--- config.mk ---
export PLATFORM = sky130hd
export DESIGN_NAME = bftr_row_out_flat
export DESIGN_NICKNAME = d
export VERILOG_FILES = /design/src/rtl/core/bftr_pkg.sv /design/src/rtl/core/bftr_stream_if.sv /design/src/rtl/core/bftr_row_out.sv /design/src/flat_wrapper.sv
export SDC_FILE = /design/constraint.sdc
export NUM_CORES = 1
export LEC_CHECK = 0
export BUFFER_PORTS_ARGS = -buffer_cell sky130_fd_sc_hd__buf_2
export CAP_MARGIN = 20
export CORE_MARGIN = 5
export CORE_UTILIZATION = 11
export CTS_CLUSTER_DIAMETER = 200
export DETAILED_ROUTE_END_ITERATION = 7
export MAX_ROUTING_LAYER = met4
export PLACE_DENSITY = 0.82
export SLEW_MARGIN = 0
export SYNTH_ARGS = -nofsm -noshare
export SYNTH_HDL_FRONTEND = slang
export SYNTH_SLANG_ARGS = --single-unit
export TNS_END_PERCENT = 50
--- constraint.sdc ---
create_clock -name clk -period 2 [get_ports clk]
set_input_delay 0.2 -clock clk [delete_from_list [all_inputs] [get_ports clk]]
set_output_delay 0.2 -clock clk [all_outputs]
set_load 0.02 [all_outputs]
--- src/rtl/core/bftr_pkg.sv ---
// Shared types and constants of the bitmap font text renderer
`default_nettype none

package bftr_pkg;

  localparam int DEF_GLYPH_ROWS = 16;
  localparam int DEF_FONT_DEPTH = 4096;
  localparam int FONT_ADDR_W    = 12;
  localparam int CFG_IDX_W      = 1;
  localparam int CFG_DATA_W     = 13;

  localparam logic [CFG_DATA_W-1:0] FRAME_WIDTH_RESET  = 13'd130;
  localparam logic [CFG_DATA_W-1:0] FRAME_HEIGHT_RESET = 13'd33;

  localparam logic [7:0]  CHAR_NULL    = 8'd0;
  localparam logic [7:0]  CHAR_NEWLINE = 8'd10;
  localparam logic [15:0] CHAR_ADVANCE = 16'd8;

  typedef enum logic [1:0] {
    KIND_FONT_WRITE = 2'd0,
    KIND_START      = 2'd1,
    KIND_CHAR       = 2'd2
  } bftr_kind_t;

  typedef enum logic [CFG_IDX_W-1:0] {
    REG_FRAME_WIDTH  = 1'b0,
    REG_FRAME_HEIGHT = 1'b1
  } bftr_reg_t;

  typedef enum logic {
    ST_IDLE,
    ST_RUN
  } bftr_state_t;

  typedef struct packed {
    logic [1:0]        kind;
    logic [11:0]       font_addr;
    logic [7:0]        font_data;
    logic signed [15:0] start_x;
    logic signed [15:0] start_y;
    logic [7:0]        char_code;
    logic [31:0]       text_color;
  } bftr_in_t;

  typedef struct packed {
    logic signed [15:0] row_x;
    logic signed [15:0] row_y;
    logic [7:0]        pixel_mask;
    logic [31:0]       pixel_color;
    logic              last_row;
  } bftr_out_t;

  typedef struct packed {
    logic        valid;
    logic        last;
    logic [15:0] x;
    logic [15:0] y;
    logic [31:0] color;
  } bftr_row_req_t;

endpackage

`default_nettype wire

--- src/rtl/core/bftr_stream_if.sv ---
// Valid/ready stream channel carrying one payload item
`default_nettype none

interface bftr_stream_if #(
  parameter type payload_t = logic
) ();
  logic     valid;
  logic     ready;
  payload_t payload;

  modport source (output valid, output payload, input ready);
  modport sink (input valid, input payload, output ready);
endinterface

`default_nettype wire

--- src/rtl/core/bftr_row_out.sv ---
// Frame clipping, frame size registers and the result register
`default_nettype none

module bftr_row_out import bftr_pkg::*; (
  input  wire logic                  clk,
  input  wire logic                  rst,
  input  wire logic                  cfg_we,
  input  wire logic [CFG_IDX_W-1:0]  cfg_index,
  input  wire logic [CFG_DATA_W-1:0] cfg_data,
  input  wire bftr_row_req_t         req,
  input  wire logic [7:0]            rdata,
  output logic                       slot_free,
  bftr_stream_if.source              rows
);

  logic [CFG_DATA_W-1:0] frame_width;
  logic [CFG_DATA_W-1:0] frame_height;
  logic                  pend_valid;
  bftr_row_req_t         pend;
  logic                  take;
  logic                  out_valid;
  bftr_out_t             out_payload;
  logic                  row_in;
  logic [16:0]           col;
  logic [7:0]            clip_mask;

  assign take      = pend_valid && (!out_valid || rows.ready);
  assign slot_free = !pend_valid || take;
  assign row_in    = !pend.y[15] && (pend.y < 16'(frame_height));

  always_comb begin
    col       = '0;
    clip_mask = '0;
    for (int j = 0; j < 8; j++) begin
      col = {pend.x[15], pend.x} + 17'(j);
      clip_mask[7 - j] = row_in && !col[16] && (col < 17'(frame_width));
    end
  end

  always_ff @(posedge clk) begin
    if (rst) begin
      frame_width  <= FRAME_WIDTH_RESET;
      frame_height <= FRAME_HEIGHT_RESET;
    end else if (cfg_we) begin
      case (cfg_index)
        REG_FRAME_WIDTH:  frame_width  <= cfg_data;
        REG_FRAME_HEIGHT: frame_height <= cfg_data;
        default: ;
      endcase
    end
  end

  always_ff @(posedge clk) begin
    if (rst) begin
      pend_valid <= 1'b0;
      out_valid  <= 1'b0;
    end else begin
      if (req.valid) begin
        pend_valid <= 1'b1;
      end else if (take) begin
        pend_valid <= 1'b0;
      end
      if (take) begin
        out_valid <= 1'b1;
      end else if (rows.ready) begin
        out_valid <= 1'b0;
      end
    end
  end

  always_ff @(posedge clk) begin
    if (req.valid) begin
      pend <= req;
    end
    if (take) begin
      out_payload.row_x       <= pend.x;
      out_payload.row_y       <= pend.y;
      out_payload.pixel_mask  <= rdata & clip_mask;
      out_payload.pixel_color <= pend.color;
      out_payload.last_row    <= pend.last;
    end
  end

  assign rows.valid   = out_valid;
  assign rows.payload = out_payload;

endmodule

`default_nettype wire

--- src/flat_wrapper.sv ---
// flat-port wrapper written by rule: the top's interface ports become plain ports
module bftr_row_out_flat import bftr_pkg::*;
  (clk, rst, cfg_we, cfg_index, cfg_data, req, rdata, slot_free, rows_valid, rows_payload, rows_ready);
  bftr_stream_if rows_i ();
  input  wire logic clk;
  input  wire logic rst;
  input  wire logic cfg_we;
  input  wire logic [CFG_IDX_W-1:0] cfg_index;
  input  wire logic [CFG_DATA_W-1:0] cfg_data;
  input  wire bftr_row_req_t req;
  input  wire logic [7:0] rdata;
  output logic slot_free;
  output wire logic [$bits(rows_i.valid)-1:0] rows_valid;
  output wire logic [$bits(rows_i.payload)-1:0] rows_payload;
  input wire logic [$bits(rows_i.ready)-1:0] rows_ready;
  assign rows_valid = rows_i.valid;
  assign rows_payload = rows_i.payload;
  assign rows_i.ready = rows_ready;
  bftr_row_out u_core (.clk(clk), .rst(rst), .cfg_we(cfg_we), .cfg_index(cfg_index), .cfg_data(cfg_data), .req(req), .rdata(rdata), .slot_free(slot_free), .rows(rows_i));
endmodule
======== Word-level counts from Yosys, hierarchy flattened ========
Cells that the tools add are included.
Widths: inputs -> output; s select.
word-level totals
  bits in registers ....................... 4
  bits of input ports ..................... 92
cells by class
  muxes and demuxes ....................... 4
  reductions and logical operators ........ 7
operators by type and width
  cell               number
  $mux 1             4
  $reduce_bool 2->1  2
  $logic_not 1->1    2
  $logic_or 1x1->1   2
  $logic_and 1x1->1  1

======== Longest topological paths before layout ========
  depth in word-level cells ............... 5
  depth in mapped cells ................... 2

======== Worst setup path after synthesis ========
Ideal clock, no wire load.
  path kind ............................... reg2reg
  from .................................... register u_core.out_valid (netlist: u_core.rows.valid)
  to ...................................... register u_core.out_payload (netlist bit u_core.rows.payload) (enable)
  arrival time ............................ 0.736 ns
  path slack .............................. 1.022 ns
  cell stages (with the launch flop) ...... 3
  path buffers ............................ 0
  period minus slack after synthesis ...... 0.978 ns
  path through ............................ dfxtp_1 > nand2b_1 > and2_1
on the way
  cells in the longest elaborated chain, start to end .. 3
RTL lines
  element                   RTL line            source
  start: declaration        bftr_row_out.sv:21  logic out_valid;
  start signal: assignment  bftr_row_out.sv:56  out_valid <= 1'b0;
  start signal: assignment  bftr_row_out.sv:64  out_valid <= 1'b1;
  start signal: assignment  bftr_row_out.sv:66  out_valid <= 1'b0;
  $logic_not 1->1           bftr_row_out.sv:27  assign take = pend_valid && (!out_valid || rows.ready);
  $logic_or 1x1->1          bftr_row_out.sv:27
  $logic_and 1x1->1         bftr_row_out.sv:27
  net u_core.take           bftr_row_out.sv:20  logic take;
  end: declaration          bftr_row_out.sv:22  bftr_out_t out_payload;
The timed path passes the listed nets, and every way through them passes these cells.
A chain may end at the register's enable or synchronous reset.

======== Worst setup path after layout ========
  from .................................... register u_core.out_valid (netlist: u_core.rows.valid)
  to ...................................... output port slot_free
on the way
  cells in the longest elaborated chain, start to end .. 4
RTL lines
  element            RTL line            source
  $logic_not 1->1    bftr_row_out.sv:27
  $logic_or 1x1->1   bftr_row_out.sv:27
  $logic_and 1x1->1  bftr_row_out.sv:27
  $logic_or 1x1->1   bftr_row_out.sv:28  assign slot_free = !pend_valid || take;
  end: declaration   flat_wrapper.sv:12  output logic slot_free;
Every way passes these cells.

==> flow_metrics.py <==
metrics = {
    "timing": {
        "period_share_pct": 53.25,
        "relSlewSlack_pct": 89.98,
        "timing.final.ws_setup_ns": 0.9351,
        "finalMaxSlewViolations": 0,
        "tns_ns": 0,
        "clock-skew-final_ns": 0.0009798,
        "setup_viol_count_final": 0,
        "hold_viol": 0,
        "final.min_clock_period_ns": 1.065,
        "rsz0062_at_grt": "no",
        "worst_slew_pin_slew_ns": 0.1502,
        "max_freq_mhz": 939.0,
    },
    "setup_path": {
        "cp_slowest_stage_delay_ns": 0.38,
        "path_cells": "nand3b_4 > buf_2",
        "worst_path_max_delay_cell": "dfxtp_1",
        "crit_family": "flip-flops",
        "reg2reg_to": "u_core.rows.payload$_DFFE_PP_",
        "worstSetupPathType": "reg2out",
        "reg2regPathDepth": 2,
        "r2r-start": "u_core.rows.valid$_SDFFE_PP0P_",
        "crit_required_ns": 1.80,
        "cp_max_fo": 3,
        "path_buf_inv": 1,
        "r2r_setup_slack_ns": 1.14,
        "crit_arrival_ns": 0.86,
        "cp-start-kind": "flop",
        "end_kind": "output port",
    },
    "clock_tree": {
        "root_buffer": "clkbuf_4",
        "cts_tree": "yes",
        "cts_setup_buffers": 0,
        "postCtsHoldBufs": 0,
        "clock_latency_ns": 0.23,
        "clk_pin_slew_ns": 0.04,
        "cts_num_sinks": 4,
        "htreeDepth": 1,
        "cts_resized": 0,
        "clock_path_buffers": 2,
        "cts_buffers": 3,
    },
    "global_routing": {
        "grt_usage_pct": 3.339,
        "antenna_found_initial": 0,
        "grt_pass1_vias": 127,
        "grt_overflow": 0,
        "grt_max_degree": 4,
        "grt_pass1_wl_microns": 434,
    },
    "power_and_ir_drop": {
        "intPower_w": 0.0001668,
        "switching_share_pct": 19.66,
        "power_frac_comb_pct": 7.5,
        "max-vdd-ir-drop_mv": 0.1441,
        "p_sw_w": 0.00004082,
        "clockPowerShare_pct": 46.5,
        "leakage_nw": 0.1170,
        "seqPwrFrac_pct": 46.0,
        "powerDensity_nw_per_um2": 901.9,
    },
    "finish": {
        "num_antenna_cells": 0,
        "multi_input_area_sq_um": 46.29,
        "regArea_sq_um": 100.1,
        "final_cell_mix": "7 x buf_2, 3 x clkbuf_4, 2 x inv_1, 2 x edfxtp_1, 2 x dfxtp_1",
        "final_common_cell": "buf_2",
        "fillerInstances": 151,
        "final_net_count": 115,
        "area_growth_pct": 49.59,
        "drive_above_1_share_pct": 57.14,
    },
    "floorplan": {
        "die_h_microns": 47.41,
        "core_area_sq_um": 1318,
        "pin_count": 95,
        "dieArea_sq_um": 2247,
        "initial_utilization_pct": 11.68,
        "dieWidth_microns": 47.41,
        "num_rows": 13,
    },
    "route": {
        "via_per_inst": 3.000,
        "dr_total_vias": 108,
        "finalWirelength_microns": 304,
        "first_pass_iters": 1,
        "wl_met1_microns": 93,
        "avgRoutedWirePerCell_microns": 8.444,
        "drtAntennaViolNets": 0,
        "highest_layer": "met3",
        "drcViolationCount": 0,
        "drt_iter0_drc": 0,
        "wl_met2_microns": 196,
        "wl_met3_microns": 14,
    },
    "synth": {
        "ys_types": 8,
        "synth_warnings": 0,
        "yosysTopAreaCellShare_pct": 39.02,
        "syn_area_per_cell_sq_um": 13.99,
        "synth_area_sq_um": 153.9,
        "yosys-top-cells-area": "edfxtp_1 39%, dfxtp_1 26%, nand3b_4 13%",
        "synth_top_area_cell": "edfxtp_1",
        "seq_area_frac_synth_pct": 65.04,
        "syn_nets": 103,
        "ys_seq_elements": 4,
        "postSynthCellCount": 11,
    },
    "min_path": {
        "hold_end": "u_core.pend_valid$_SDFFE_PP0P_",
        "hold_depth": 2,
        "hold_class": "in2reg",
        "hold_start": "rst",
    },
    "placed_design": {
        "preCtsSetupSlack_ns": 1.140,
        "place_congestion": 0.5084,
        "io_buffers": 7,
        "hpwl_microns": 254.5,
    },
    "run": {
        "drv_cap": 0,
    },
    "status": {
        "outcome": "complete, no violations",
    },
}
[stage by stage]
stage | area (sq um) | utilization, % | instances | total power [W] | hold slack [ns]
final | 230.2 | 17.47 | 36 | 0.0002076 | 0.1469
after global routing | 230.2 | 17.47 | 36 | 0.0002205 | 0.1403
after CTS | 230.2 | 17.47 | 36 | 0.0002139 | 0.1372
after detailed placement | 207.7 | 15.76 | 33 | 0.0001128 | 0.3791
after global placement | 207.7 | 15.76 | 33 | 0.0001117 | 0.3761
after floorplan | 153.9 | - | 11 | 0.0001045 | 0.2624
[logic make-up (layout without fill, tap and decap cells)]
group | count (synthesis) | after routing | share of synthesized area (%)
compound gates | 2 | 2 | 8.941
buf+inv | 2 | 12 | 4.880
flops | 4 | 4 | 65.04
simple gates | 3 | 3 | 21.14
[routing by layer]
layer  vias up  track usage, %
met5         -               -
met3         0           1.916
met1        50           2.489
li1         56               -
met2         2           4.545
met4         0           4.972
[worst reg2reg max path, stage by stage, from the launching register on]
cell and delay (ns):
dfxtp_1 0.38, nand2b_1 0.09, and2_1 0.16
[cells in the mapped netlist (all sizes together)]
cell / count
nand3b: 1
and2: 1
nand2b: 1
inv: 2
dfxtp: 2
edfxtp: 2
a21oi: 2
[worst max path at each step]
stage	start	end	slack, ns	cells past startpoint
2_1_floorplan	u_core.rows.valid$_SDFFE_PP0P_	u_core.rows.payload$_DFFE_PP_	1.02	2
3_3_place_gp	u_core.rows.valid$_SDFFE_PP0P_	u_core.rows.payload$_DFFE_PP_	1.15	2
3_5_place_dp	u_core.rows.valid$_SDFFE_PP0P_	u_core.rows.payload$_DFFE_PP_	1.14	2
4_1_cts	u_core.rows.valid$_SDFFE_PP0P_	slot_free	0.92	2
5_1_grt	u_core.rows.valid$_SDFFE_PP0P_	slot_free	0.87	2
6_report	u_core.rows.valid$_SDFFE_PP0P_	slot_free	0.94	2
[layout make-up]
type | count | area share [%]
Multi-Input combinational cell | 5 | 20.11
Tap cell | 15 | 8.152
Sequential cell | 4 | 43.48
Clock buffer | 3 | 9.783
Inverter | 2 | 3.261
Timing Repair Buffer | 7 | 15.22
[power by group through the flow]
stage          clock network [W]    logic, W  registers [W]
4_1_cts                 0.000102   0.0000159      0.0000958
2_1_floorplan                  0  0.00000542      0.0000991
3_5_place_dp                   0   0.0000158      0.0000970
5_1_grt                 0.000107   0.0000171      0.0000960
3_3_place_gp                   0   0.0000154      0.0000963
6_report               0.0000965   0.0000156      0.0000955
[flip-flops by register name, summed over array words and instances (netlist names)]
| signal | cells |
|---|---|
| u_core.pend | 1 |
| u_core.pend_valid | 1 |
| u_core.rows.payload | 1 |
| u_core.rows.valid | 1 |
Power figures use the tool's default switching activity.
